File: src/rtl/rbfb_pkg.sv
`timescale 1ns / 1ps
// ----------------------------------------------------------------------------
// rbfb_pkg
// Widths, codes and constants shared by the rule-based feature bias block.
// ----------------------------------------------------------------------------
package rbfb_pkg;

  localparam int CoordW    = 32;  // rectangle coordinates
  localparam int WireW     = 24;  // drawn wire width
  localparam int ResW      = 16;  // resolution limit register
  localparam int BiasW     = 24;  // reported bias
  localparam int MaxW      = 23;  // largest cell bias
  localparam int SumW      = 44;  // running bias sum, also divider dividend width
  localparam int RuleNumW  = 36;  // widest bias-rule numerator
  localparam int DivStepW  = 2;   // quotient bits resolved per divider cycle
  localparam int CntW      = 5;   // divider cycle counter
  localparam int MidDvsW   = 19;  // 5 * resolution limit

  localparam int ResBaseNm  = 104; // reset limit in whole nm
  localparam int LowBandDiv = 10;  // 0.3 f  = 3 f / 10
  localparam int RuleIter   = RuleNumW / DivStepW;
  localparam int AvgIter    = SumW / DivStepW;

  typedef enum logic [2:0] {
    FIX_NONE   = 3'd0,
    FIX_BIAS   = 3'd1,
    FIX_SERIF  = 3'd2,
    FIX_HAMMER = 3'd3,
    FIX_WIRE   = 3'd4
  } fix_e;

  // divider jobs, in the order they run
  typedef enum logic [1:0] {
    OP_REP,
    OP_WIDTH,
    OP_HEIGHT,
    OP_AVG
  } op_e;

endpackage

File: src/rtl/rule_based_feature_bias.sv
`timescale 1ns / 1ps
// ----------------------------------------------------------------------------
// rule_based_feature_bias
// Per-feature lithography bias by rule, with run statistics and run average.
// ----------------------------------------------------------------------------
//  Channel  | Signals                                   | Direction
//  ---------+-------------------------------------------+-----------
//  in       | in_valid_i / in_ready_o, feature fields   | input beat
//  out      | out_valid_o / out_ready_i, result fields  | output beat
//  cfg      | cfg_we_i, cfg_wdata_i (resolution limit)  | write only
//
//  A feature with no correction goes from capture through evaluation and
//  update to the output register. A corrected feature sends each of its three
//  bias rules that lands outside the zero band through the one shared radix-4
//  shift-subtract divider, and a last beat with corrections also divides for
//  the average; all rule divides and the average go through that divider.
//  Reset clears the counters, the sum, the largest bias and the limit (to
//  104 nm). A finished result waits in the output register; the next item may
//  be taken meanwhile but holds in its final cycle until that register frees.
// ----------------------------------------------------------------------------
module rule_based_feature_bias
  import rbfb_pkg::*;
#(
  parameter int COUNT_BITS = 20,
  parameter int FRAC_BITS  = 4
) (
  input  logic                         clk_i,
  input  logic                         rst_ni,

  input  logic                         cfg_we_i,
  input  logic [ResW-1:0]              cfg_wdata_i,

  input  logic                         in_valid_i,
  output logic                         in_ready_o,
  input  logic                         kind_i,
  input  logic                         placed_i,
  input  logic signed [CoordW-1:0]     left_i,
  input  logic signed [CoordW-1:0]     bottom_i,
  input  logic signed [CoordW-1:0]     right_i,
  input  logic signed [CoordW-1:0]     top_i,
  input  logic [WireW-1:0]             wire_width_i,
  input  logic                         last_i,

  output logic                         out_valid_o,
  input  logic                         out_ready_i,
  output logic                         corrected_o,
  output logic [2:0]                   fix_type_o,
  output logic signed [CoordW-1:0]     out_left_o,
  output logic signed [CoordW-1:0]     out_bottom_o,
  output logic signed [CoordW-1:0]     out_right_o,
  output logic signed [CoordW-1:0]     out_top_o,
  output logic signed [BiasW-1:0]      bias_o,
  output logic [COUNT_BITS-1:0]        analysed_total_o,
  output logic [COUNT_BITS-1:0]        applied_total_o,
  output logic [MaxW-1:0]              largest_bias_o,
  output logic signed [BiasW-1:0]      average_bias_o,
  output logic                         run_end_o
);

  localparam int DivW = (COUNT_BITS > MidDvsW) ? COUNT_BITS : MidDvsW;
  localparam logic [ResW-1:0] ResReset = ResW'(ResBaseNm << FRAC_BITS);
  localparam logic [COUNT_BITS-1:0] CountMax = {COUNT_BITS{1'b1}};

  typedef enum logic [2:0] {
    S_IDLE,
    S_EVAL,
    S_PREP,
    S_DIV,
    S_POST,
    S_UPD,
    S_FIN
  } state_e;

  // --------------------------------------------------------------------------
  // helpers
  // --------------------------------------------------------------------------
  function automatic logic [CoordW-1:0] sat32(input logic signed [CoordW+1:0] v);
    logic [CoordW-1:0] r;
    if (v > $signed({2'b00, 1'b0, {(CoordW-1){1'b1}}})) begin
      r = {1'b0, {(CoordW-1){1'b1}}};
    end else if (v < $signed({2'b11, 1'b1, {(CoordW-1){1'b0}}})) begin
      r = {1'b1, {(CoordW-1){1'b0}}};
    end else begin
      r = v[CoordW-1:0];
    end
    return r;
  endfunction

  function automatic logic [BiasW-1:0] sat24(input logic signed [CoordW-1:0] v);
    logic [BiasW-1:0] r;
    if (v > $signed({{(CoordW-BiasW+1){1'b0}}, {(BiasW-1){1'b1}}})) begin
      r = {1'b0, {(BiasW-1){1'b1}}};
    end else if (v < $signed({{(CoordW-BiasW+1){1'b1}}, {(BiasW-1){1'b0}}})) begin
      r = {1'b1, {(BiasW-1){1'b0}}};
    end else begin
      r = v[BiasW-1:0];
    end
    return r;
  endfunction

  function automatic logic [SumW-1:0] sat44(input logic signed [SumW:0] v);
    logic [SumW-1:0] r;
    if (v > $signed({2'b00, {(SumW-1){1'b1}}})) begin
      r = {1'b0, {(SumW-1){1'b1}}};
    end else if (v < $signed({2'b11, {(SumW-1){1'b0}}})) begin
      r = {1'b1, {(SumW-1){1'b0}}};
    end else begin
      r = v[SumW-1:0];
    end
    return r;
  endfunction

  function automatic logic [COUNT_BITS-1:0] cnt_inc(input logic [COUNT_BITS-1:0] c);
    return (c == CountMax) ? c : c + COUNT_BITS'(1);
  endfunction

  // --------------------------------------------------------------------------
  // registers
  // --------------------------------------------------------------------------
  state_e                    state_q;
  op_e                       op_q;
  logic [ResW-1:0]           res_cfg_q;

  logic                      kind_q, placed_q, last_q;
  logic signed [CoordW-1:0]  l_q, b_q, r_q, t_q;
  logic [WireW-1:0]          ww_q;
  logic                      corr_q, counted_q;
  fix_e                      fix_q;

  logic signed [CoordW-1:0]  rep_q, bw_q, bh_q;
  logic [BiasW-1:0]          avg_q;

  logic [DivW-1:0]           rem_q, dvs_q;
  logic [SumW-1:0]           quo_q;
  logic                      neg_q;
  logic [CntW-1:0]           cnt_q;

  logic [COUNT_BITS-1:0]     analysed_q, applied_q;
  logic [SumW-1:0]           sum_q;
  logic [MaxW-1:0]           max_q;

  logic                      out_valid_q, corrected_q, run_end_q;
  fix_e                      fix_type_q;
  logic [CoordW-1:0]         ol_q, ob_q, or_q, ot_q;
  logic [BiasW-1:0]          bias_q, average_q;
  logic [COUNT_BITS-1:0]     analysed_out_q, applied_out_q;
  logic [MaxW-1:0]           largest_q;

  // --------------------------------------------------------------------------
  // limit and derived thresholds
  // --------------------------------------------------------------------------
  logic [ResW-1:0]           res_eff;
  logic [ResW:0]             res2;
  logic [ResW+1:0]           res3;
  logic signed [34:0]        r_x, r2_x, r3_x;

  assign res_eff = (res_cfg_q == '0) ? ResW'(1) : res_cfg_q;
  assign res2    = {res_eff, 1'b0};
  assign res3    = {1'b0, res2} + {2'b00, res_eff};
  assign r_x     = $signed({19'b0, res_eff});
  assign r2_x    = $signed({18'b0, res2});
  assign r3_x    = $signed({17'b0, res3});

  // --------------------------------------------------------------------------
  // feature dimensions and classification
  // --------------------------------------------------------------------------
  logic signed [CoordW:0]    w_raw, h_raw;
  logic signed [34:0]        w_x, h_x;
  logic                      cell_corr, wire_corr;
  fix_e                      cell_fix;

  assign w_raw = $signed({r_q[CoordW-1], r_q}) - $signed({l_q[CoordW-1], l_q});
  assign h_raw = $signed({t_q[CoordW-1], t_q}) - $signed({b_q[CoordW-1], b_q});
  assign w_x   = $signed({{2{w_raw[CoordW]}}, w_raw});
  assign h_x   = $signed({{2{h_raw[CoordW]}}, h_raw});

  assign cell_corr = placed_q && ((w_x < r2_x) || (h_x < r2_x));
  assign wire_corr = {1'b0, ww_q} < {{(WireW-ResW){1'b0}}, res2};

  always_comb begin
    priority if (w_x < r_x) begin
      cell_fix = FIX_HAMMER;
    end else if ((w_x <<< 1) < r3_x) begin
      cell_fix = FIX_SERIF;
    end else begin
      cell_fix = FIX_BIAS;
    end
  end

  // --------------------------------------------------------------------------
  // divider operand preparation
  // --------------------------------------------------------------------------
  logic signed [34:0]        f_x;
  logic                      zero_band, low_band, over_r;
  logic [33:0]               f_abs;
  logic [RuleNumW-1:0]       low_num, rule_num;
  logic [17:0]               f_m, diff18;
  logic [15:0]               diff;
  logic [33:0]               mid_num;
  logic [MidDvsW-1:0]        mid_dvs;
  logic [SumW-1:0]           sum_abs;

  always_comb begin
    unique case (op_q)
      OP_REP:    f_x = kind_q ? $signed({11'b0, ww_q}) : ((w_x < h_x) ? w_x : h_x);
      OP_WIDTH:  f_x = w_x;
      OP_HEIGHT: f_x = h_x;
      default:   f_x = '0;
    endcase
  end

  assign zero_band = f_x > r2_x;
  assign low_band  = (f_x <<< 1) < r_x;
  assign over_r    = f_x > r_x;
  assign f_abs     = f_x[34] ? 34'(-f_x) : f_x[33:0];
  assign low_num   = {2'b00, f_abs} + {1'b0, f_abs, 1'b0};
  // middle band: R/2 <= f <= 2R, so f fits 18 bits and |R - f| fits 16
  assign f_m       = f_x[17:0];
  assign diff18    = over_r ? (f_m - {2'b00, res_eff}) : ({2'b00, res_eff} - f_m);
  assign diff      = diff18[15:0];
  assign mid_num   = {16'b0, f_m} * {18'b0, diff};
  assign mid_dvs   = {1'b0, res_eff, 2'b00} + {3'b000, res_eff};
  assign rule_num  = low_band ? low_num : {2'b00, mid_num};
  assign sum_abs   = sum_q[SumW-1] ? SumW'(-$signed(sum_q)) : sum_q;

  // --------------------------------------------------------------------------
  // shared restoring divider, DivStepW quotient bits per cycle
  // --------------------------------------------------------------------------
  logic [DivW-1:0]           rem_d;
  logic [SumW-1:0]           quo_d;

  always_comb begin
    logic [DivW:0] trial;
    rem_d = rem_q;
    quo_d = quo_q;
    for (int i = 0; i < DivStepW; i++) begin
      trial = {rem_d, quo_d[SumW-1]};
      quo_d = {quo_d[SumW-2:0], 1'b0};
      if (trial >= {1'b0, dvs_q}) begin
        trial    = trial - {1'b0, dvs_q};
        quo_d[0] = 1'b1;
      end
      rem_d = trial[DivW-1:0];
    end
  end

  // quotient post-processing
  logic signed [CoordW-1:0]  rule_val;
  logic [BiasW-1:0]          avg_val;

  assign rule_val = neg_q ? -$signed(quo_q[CoordW-1:0]) : $signed(quo_q[CoordW-1:0]);

  always_comb begin
    if (neg_q) begin
      if (quo_q > SumW'({1'b1, {(BiasW-1){1'b0}}})) begin
        avg_val = {1'b1, {(BiasW-1){1'b0}}};
      end else begin
        avg_val = -quo_q[BiasW-1:0];
      end
    end else begin
      if (quo_q > SumW'({(BiasW-1){1'b1}})) begin
        avg_val = {1'b0, {(BiasW-1){1'b1}}};
      end else begin
        avg_val = quo_q[BiasW-1:0];
      end
    end
  end

  // --------------------------------------------------------------------------
  // result and statistics update
  // --------------------------------------------------------------------------
  logic signed [CoordW-1:0]  hw, hh;
  logic [CoordW-1:0]         nl, nb, nr, nt;
  logic [BiasW-1:0]          rep_sat;
  logic [SumW-1:0]           sum_d;
  logic [COUNT_BITS-1:0]     applied_d, analysed_d;
  logic [MaxW-1:0]           max_d;

  assign hw  = bw_q >>> 1;
  assign hh  = bh_q >>> 1;
  assign nl  = sat32($signed({{2{l_q[CoordW-1]}}, l_q}) - $signed({{2{hw[CoordW-1]}}, hw}));
  assign nb  = sat32($signed({{2{b_q[CoordW-1]}}, b_q}) - $signed({{2{hh[CoordW-1]}}, hh}));
  assign nr  = sat32($signed({{2{r_q[CoordW-1]}}, r_q}) + $signed({{2{hw[CoordW-1]}}, hw}));
  assign nt  = sat32($signed({{2{t_q[CoordW-1]}}, t_q}) + $signed({{2{hh[CoordW-1]}}, hh}));
  assign rep_sat = sat24(rep_q);
  assign sum_d   = sat44($signed({sum_q[SumW-1], sum_q})
                       + $signed({{(SumW-BiasW+1){rep_sat[BiasW-1]}}, rep_sat}));
  assign applied_d  = corr_q ? cnt_inc(applied_q) : applied_q;
  assign analysed_d = counted_q ? cnt_inc(analysed_q) : analysed_q;
  assign max_d = (corr_q && !kind_q && ($signed(rep_sat) > $signed({1'b0, max_q})))
               ? rep_sat[MaxW-1:0] : max_q;

  // --------------------------------------------------------------------------
  // configuration register
  // --------------------------------------------------------------------------
  always_ff @(posedge clk_i or negedge rst_ni) begin
    if (!rst_ni) begin
      res_cfg_q <= ResReset;
    end else if (cfg_we_i) begin
      res_cfg_q <= cfg_wdata_i;
    end
  end

  // --------------------------------------------------------------------------
  // sequencer
  // --------------------------------------------------------------------------
  assign in_ready_o = (state_q == S_IDLE);

  always_ff @(posedge clk_i or negedge rst_ni) begin
    if (!rst_ni) begin
      state_q     <= S_IDLE;
      op_q        <= OP_REP;
      out_valid_q <= 1'b0;
      analysed_q  <= '0;
      applied_q   <= '0;
      sum_q       <= '0;
      max_q       <= '0;
    end else begin
      // S_FIN drives the valid flag itself when it loads a new beat
      if (out_valid_q && out_ready_i && (state_q != S_FIN)) begin
        out_valid_q <= 1'b0;
      end

      unique case (state_q)
        S_IDLE: begin
          if (in_valid_i) begin
            kind_q   <= kind_i;
            placed_q <= placed_i;
            l_q      <= left_i;
            b_q      <= bottom_i;
            r_q      <= right_i;
            t_q      <= top_i;
            ww_q     <= wire_width_i;
            last_q   <= last_i;
            state_q  <= S_EVAL;
          end
        end

        S_EVAL: begin
          op_q <= OP_REP;
          if (kind_q) begin
            counted_q <= 1'b1;
            corr_q    <= wire_corr;
            fix_q     <= wire_corr ? FIX_WIRE : FIX_NONE;
            // wires are normalized before biasing
            if (wire_corr && (r_q < l_q)) begin
              l_q <= r_q;
              r_q <= l_q;
            end
            if (wire_corr && (t_q < b_q)) begin
              b_q <= t_q;
              t_q <= b_q;
            end
            state_q <= wire_corr ? S_PREP : S_UPD;
          end else begin
            counted_q <= placed_q;
            corr_q    <= cell_corr;
            fix_q     <= cell_corr ? cell_fix : FIX_NONE;
            state_q   <= cell_corr ? S_PREP : S_UPD;
          end
        end

        S_PREP: begin
          rem_q <= '0;
          if (op_q == OP_AVG) begin
            quo_q   <= sum_abs;
            dvs_q   <= DivW'(applied_q);
            neg_q   <= sum_q[SumW-1];
            cnt_q   <= CntW'(AvgIter);
            state_q <= S_DIV;
          end else if (zero_band) begin
            // beyond 2R the rule gives no bias, no divide needed
            unique case (op_q)
              OP_REP:    begin rep_q <= '0; op_q <= OP_WIDTH;  end
              OP_WIDTH:  begin bw_q  <= '0; op_q <= OP_HEIGHT; end
              default:   begin bh_q  <= '0; state_q <= S_UPD;  end
            endcase
          end else begin
            quo_q   <= {rule_num, {(SumW-RuleNumW){1'b0}}};
            dvs_q   <= low_band ? DivW'(LowBandDiv) : DivW'(mid_dvs);
            neg_q   <= low_band ? f_x[34] : over_r;
            cnt_q   <= CntW'(RuleIter);
            state_q <= S_DIV;
          end
        end

        S_DIV: begin
          rem_q <= rem_d;
          quo_q <= quo_d;
          cnt_q <= cnt_q - CntW'(1);
          if (cnt_q == CntW'(1)) begin
            state_q <= S_POST;
          end
        end

        S_POST: begin
          unique case (op_q)
            OP_REP: begin
              rep_q   <= rule_val;
              op_q    <= OP_WIDTH;
              state_q <= S_PREP;
            end
            OP_WIDTH: begin
              bw_q    <= rule_val;
              op_q    <= OP_HEIGHT;
              state_q <= S_PREP;
            end
            OP_HEIGHT: begin
              bh_q    <= rule_val;
              state_q <= S_UPD;
            end
            OP_AVG: begin
              avg_q   <= avg_val;
              state_q <= S_FIN;
            end
            default: state_q <= S_FIN;
          endcase
        end

        S_UPD: begin
          avg_q      <= '0;
          analysed_q <= analysed_d;
          applied_q  <= applied_d;
          max_q      <= max_d;
          if (corr_q) begin
            l_q   <= nl;
            b_q   <= nb;
            r_q   <= nr;
            t_q   <= nt;
            rep_q <= $signed({{(CoordW-BiasW){rep_sat[BiasW-1]}}, rep_sat});
            sum_q <= sum_d;
          end else begin
            rep_q <= '0;
          end
          if (last_q && (applied_d != '0)) begin
            op_q    <= OP_AVG;
            state_q <= S_PREP;
          end else begin
            state_q <= S_FIN;
          end
        end

        S_FIN: begin
          if (!out_valid_q || out_ready_i) begin
            out_valid_q    <= 1'b1;
            corrected_q    <= corr_q;
            fix_type_q     <= fix_q;
            ol_q           <= l_q;
            ob_q           <= b_q;
            or_q           <= r_q;
            ot_q           <= t_q;
            bias_q         <= rep_q[BiasW-1:0];
            analysed_out_q <= analysed_q;
            applied_out_q  <= applied_q;
            largest_q      <= max_q;
            average_q      <= avg_q;
            run_end_q      <= last_q;
            if (last_q) begin
              analysed_q <= '0;
              applied_q  <= '0;
              sum_q      <= '0;
              max_q      <= '0;
            end
            state_q <= S_IDLE;
          end
        end

        default: state_q <= S_IDLE;
      endcase
    end
  end

  assign out_valid_o      = out_valid_q;
  assign corrected_o      = corrected_q;
  assign fix_type_o       = fix_type_q;
  assign out_left_o       = ol_q;
  assign out_bottom_o     = ob_q;
  assign out_right_o      = or_q;
  assign out_top_o        = ot_q;
  assign bias_o           = bias_q;
  assign analysed_total_o = analysed_out_q;
  assign applied_total_o  = applied_out_q;
  assign largest_bias_o   = largest_q;
  assign average_bias_o   = average_q;
  assign run_end_o        = run_end_q;

endmodule

File: config.mk
export PLATFORM = sky130hd
export DESIGN_NAME = rule_based_feature_bias
export DESIGN_NICKNAME = d
export VERILOG_FILES = /design/src/rtl/rbfb_pkg.sv /design/src/rtl/rule_based_feature_bias.sv
export SDC_FILE = /design/constraint.sdc
export NUM_CORES = 2
export LEC_CHECK = 0
export ABC_AREA = 1
export BUFFER_PORTS_ARGS = -buffer_cell sky130_fd_sc_hd__buf_2
export CAP_MARGIN = 20
export CORE_MARGIN = 2
export CORE_UTILIZATION = 25
export DETAILED_ROUTE_END_ITERATION = 10
export GPL_TIMING_DRIVEN = 1
export PLACE_DENSITY_LB_ADDON = 0.25
export SLEW_MARGIN = 20
export SYNTH_ARGS = -nofsm -noshare
export SYNTH_HDL_FRONTEND = slang
export SYNTH_SLANG_ARGS = --single-unit
File: constraint.sdc
create_clock -name clk_i -period 35.7 [get_ports clk_i]
set_input_delay 8.925 -clock clk_i [delete_from_list [all_inputs] [get_ports clk_i]]
set_output_delay 8.925 -clock clk_i [all_outputs]
set_load 0.02 [all_outputs]
Word-level counts from Yosys, hierarchy flattened
Index checks and enable logic that the tools add are counted.
{"block": "word_totals", "ff_bits": 743, "latchBits": 0, "ramBits": 0, "romBits": 0, "in_bits": 176, "output_inout_bits": 246, "elab_cells": 290, "n_memories": 0}
{"block": "classes", "add_sub_neg": 21, "mul": 1, "div": 0, "n_lt_le_gt_ge": 28, "eq_ne": 37, "shift": 0, "mux": 121, "n_bitwise": 0, "n_reduce_logical": 42}
{"cell": "$mux W32", "n": 38}
{"cell": "$pmux W32 S3", "n": 5}
{"cell": "$mux W44", "n": 8}
{"cell": "$mux W20", "n": 10}
{"cell": "$pmux W44 S2", "n": 2}
{"cell": "$mux W24", "n": 6}
{"cell": "$gt A33 B32 Y1 const B", "n": 4}
{"cell": "$lt A33 B32 Y1 const B", "n": 4}
{"cell": "$pmux W32 S2", "n": 2}
{"cell": "$pmux W20 S2", "n": 3}
{"cell": "$pmux W35 S3", "n": 1}
{"cell": "$mux W35", "n": 2}
{"cell": "$mux W23", "n": 3}
{"cell": "$add A32 B31 Y33", "n": 2}
{"cell": "$lt A33 B18 Y1", "n": 2}
{"cell": "$sub A32 B31 Y33", "n": 2}
{"cell": "$sub A32 B32 Y33", "n": 2}
{"cell": "$lt A32 B32 Y1", "n": 2}
{"cell": "$pmux W24 S2", "n": 1}
{"cell": "$pmux W23 S2", "n": 1}
{"cell": "$add A44 B24 Y45", "n": 1}
{"cell": "$gt A45 B44 Y1 const B", "n": 1}
{"cell": "$lt A45 B44 Y1 const B", "n": 1}
{"cell": "$gt A44 B23 Y1 const B", "n": 1}
{"cell": "64 further kinds", "n": 146}

Depth between registers and ports, before layout
{"block": "logic_depth", "word_depth": 12, "ltp_mapped": 91, "mapped_depth_nobuf": 89}

Least setup slack after synthesis
Ideal clock, no wire load.
{"block": "synth_path", "kind": "input port to flip-flop", "from": "input rst_ni", "to": "register analysed_out_q[0], in the netlist analysed_total_o[0] (enable)", "setup_ns": 1.146, "arrival_time_ns": 25.401, "path_slack_ns": 9.153, "path_stages": 2, "n_path_buf": 0, "cell_sequence": "inv_1 -> nor3_1"}
{"block": "synth_between", "elab_chain_cells": 1}
{"item": "from (decl)", "line": "rule_based_feature_bias.sv:28", "text": "input logic rst_ni,"}
{"item": "$reduce_and A3 Y1 (no line)"}
{"item": "to (signal assigned)", "line": "rule_based_feature_bias.sv:453", "text": "analysed_out_q <= analysed_q;"}
{"item": "to (decl)", "line": "rule_based_feature_bias.sv:146", "text": "logic [COUNT_BITS-1:0] analysed_out_q, applied_out_q;"}
No other way between the ends.
A chain may end at the register's enable or synchronous reset.

Final worst setup path
{"block": "layout_path", "from": "register t_q[0]", "to": "register quo_q[37] (data pin)"}
{"block": "layout_between", "elab_chain_cells": 12, "elab_cells_between_ends": 18, "classes_between": "add/sub (5); mul (1); order compare (3); mux (9)"}
{"item": "from (decl)", "line": "rule_based_feature_bias.sv:125", "text": "logic signed [CoordW-1:0] l_q, b_q, r_q, t_q;"}
{"item": "from (signal assigned)", "line": "rule_based_feature_bias.sv:332", "text": "t_q <= top_i;"}
{"item": "from (signal assigned)", "line": "rule_based_feature_bias.sv:352", "text": "t_q <= b_q;"}
{"item": "from (signal assigned)", "line": "rule_based_feature_bias.sv:429", "text": "t_q <= nt;"}
{"item": "$sub A32 B32 Y33 (*)", "line": "rule_based_feature_bias.sv:173", "text": "assign h_raw = $signed({t_q[CoordW-1], t_q}) - $signed({b_q[CoordW-1], b_q});"}
{"item": "$lt A33 B33 Y1", "line": "rule_based_feature_bias.sv:205", "text": "OP_REP: f_x = kind_q ? $signed({11'b0, ww_q}) : ((w_x < h_x) ? w_x : h_x);"}
{"item": "$mux W35 (2 in series)", "line": "rule_based_feature_bias.sv:205"}
{"item": "$pmux W35 S3 (*)", "line": "rule_based_feature_bias.sv:204", "text": "unique case (op_q)"}
{"item": "$gt A35 B17 Y1 (tied with other cells)", "line": "rule_based_feature_bias.sv:214", "text": "assign over_r = f_x > r_x;"}
{"item": "$mux W16 / $mux W34 (equally long branches)", "line": "rule_based_feature_bias.sv:219, rule_based_feature_bias.sv:215"}
{"item": "$mul A18 B16 Y34 / $add A34 B35 Y36 (equally long branches)", "line": "rule_based_feature_bias.sv:221, rule_based_feature_bias.sv:216"}
{"item": "$mux W36 (*)", "line": "rule_based_feature_bias.sv:223", "text": "assign rule_num = low_band ? low_num : {2'b00, mid_num};"}
{"item": "$mux W44 (*)", "line": "rule_based_feature_bias.sv:371", "text": "end else if (zero_band) begin"}
{"item": "$mux W44 (*)", "line": "rule_based_feature_bias.sv:365", "text": "if (op_q == OP_AVG) begin"}
{"item": "$pmux W44 S2 (*)", "line": "rule_based_feature_bias.sv:324", "text": "unique case (state_q)"}
{"item": "to (signal assigned)", "line": "rule_based_feature_bias.sv:366", "text": "quo_q <= sum_abs;"}
{"item": "to (signal assigned)", "line": "rule_based_feature_bias.sv:379", "text": "quo_q <= {rule_num, {(SumW-RuleNumW){1'b0}}};"}
{"item": "to (signal assigned)", "line": "rule_based_feature_bias.sv:389", "text": "quo_q <= quo_d;"}
{"item": "to (decl)", "line": "rule_based_feature_bias.sv:134", "text": "logic [SumW-1:0] quo_q;"}
Every way passes the cells marked *; elsewhere a longest branch is shown, timed or not. The select of a mux whose other input is x is not followed.

==> reports/metrics.cfg <==
[layout]
layout_common_cells=nand2_1, inv_1, nor2_1
top_regs=quo_q (44), sum_q (44)
layout.nets=9385
multiInputGateArea_um2=38060
drive_above_1_share=0.09600
ff_latch_area_um2=21610
layout_commonest_cell=nand2_1
num-fill-cells=27870
synthToLayoutAreaGrowth_pct=15.10

[routing]
vias=58820
wl_um=263300
vias_per_cell=4.974
post-route-drc-count=0
drt-initial-drc-count=5421
wire_per_inst_um=22.26
firstDrtPassIters=7
ant_nets=0

[global_routing]
first_global_vias=56990
grt_pass1_wl_um=383500
grt_max_degree=142
antenna_found_initial=41
grt_usage=0.1934
grt_overflow=0

[min_path]
min_to=average_bias_o[15]
hp-start=avg_q[15]
hold_path.class=flop to flop
min_path_cells=0

[cts]
cts_tree=yes
ctsHtreeMaxLevel=3
ctsResizeCount=0
path_clk_slew_ns=0.06
cts.sinks=741
cts_buffers=97
insertion_delay_ns=0.79
max-clock-path-buffers=3
cts-root-buf=clkbuf_16
post-cts-setup-buffer-count=0
ctsHoldBuffers=0

[setup_path]
r2r-end=quo_q[37]
cp_top_family=simple AND/OR/NAND/NOR gates
cpPeakStageDelay_ns=0.70
r2r-start=t_q[0]
cp.required_ns=36.24
crit_path_start_kind=flop
slowest_stage=xor2_1
cp_max_fo=17
startpoint=t_q[0]
r2r_cells=77
crit_path_end_kind=flop
regToRegSetupSlack_ns=20.01
critical_path_class=flop to flop
critical_path_buf_inv_count=12
crit_top_cell=nand2_1
critPathArrivalTime_ns=16.23

[outcome]
status=complete, no violations

[logic_synthesis]
syn_area_per_cell_um2=8.204
ys.flop_type=edfxtp_1
async_flop_share=0.1741
netlist_area_um2=65030
synth-seq-area-share=0.3323
yosysWarnings=0
synth_cell_types=66
ys_seq_elements=741
syn_inst=7927
synth_edf_count=612

[sta]
tightest_slew_ns=1.170
grt_setup_unrepaired=no
finalSetupTns_ns=0
slew_headroom=0.2143
period_share=0.4396
layout_min_cycle_time_ns=15.69
fmax_ghz=0.06372
setup_viol=0
skew_ns=0.08870
slew_violations=0
hold_viol_final=0

[die]
die_height_um=514.0
rows=187
die_x_um=514.0
start_util=0.2508
die_area_um2=264200
io_pins=422
core_area_um2=259200

[placement]
place_congestion=0.9379
dp_hpwl_um=208700
portBuffers=421

[flow_run]
max-cap-violations=0

-- cells by family after synthesis --
kind of cell,share of synthesized area
simple gates,0.1893
compound gates,0.1421
buf+inv,0.08460
fa+ha+maj,0.1981
flops,0.3323
xor+xnor,0.05360
other cells,0.00005767
-- metal layers --
metal	wire [um]	global-route usage
met5	103	0
met4	9559	0.06615
met3	17200	0.02501
met2	116600	0.3050
met1	119800	0.2709
-- cell usage after synthesis, types with 18 or more instances --
cell type	count	area, um^2
fa_1	236	4725
o31ai_1	22	165.2
nor3_1	98	490.5
a22o_1	27	236.5
xnor2_1	132	1156
a22oi_1	46	345.3
nor2_1	689	2586
edfxtp_1	612	18380
a31oi_1	35	219.0
a21o_1	25	187.7
nand2_1	1345	5049
inv_1	1186	4452
inv_2	20	75.07
a21oi_1	605	3028
clkbuf_1	146	548.0
a21boi_0	20	150.1
nand3b_1	26	195.2
nand3_1	456	2282
nand2_2	24	150.1
ha_1	652	8158
o211ai_1	60	450.4
nand4_1	122	763.2
buf_1	18	67.56
o21ai_0	494	2472
buf_2	28	140.1
nor4_1	27	168.9
dfrtp_1	126	3153
o21bai_1	60	450.4
o22ai_1	85	531.8
or2_2	29	181.4
xor2_1	266	2330
o21ai_1	18	90.09
a211oi_1	20	150.1
-- worst max path at each step --
stage	end	depth (start not counted)
2_1_floorplan	analysed_total_o[0]	2
3_3_place_gp	quo_q[37]	77
3_5_place_dp	quo_q[37]	77
4_1_cts	quo_q[37]	77
5_1_grt	quo_q[37]	77
6_report	quo_q[37]	77
-- cell type report --
class                      count  area share
multi-input combinational   5758      0.5085
timing repair buffer         507     0.03719
antenna                       18   0.0006018
clock inverter                64     0.01209
sequential                   741      0.2887
clock buffer                 120     0.03495
inverter                    1216     0.06103
tap                         3402     0.05687
-- metrics by stage --
stage / area, um^2 / hold slack, ns / worst slack [ns] / util / instances
final: 74850 / 0.4192 / 20.01 / 0.2887 / 11830
after global routing: 74820 / 0.4277 / 18.70 / 0.2886 / 11810
after CTS: 74780 / 0.4234 / 20.12 / 0.2885 / 11810
after detailed placement: 71260 / 0.4054 / 20.21 / 0.2749 / 11620
after global placement: 71250 / 0.4042 / 20.34 / 0.2749 / 11620
after floorplan: 65030 / 0.4003 / 9.153 / - / 7928
Power is not shown: default switching activity piles up to over one toggle a cycle in this logic, so the estimate is an artifact.
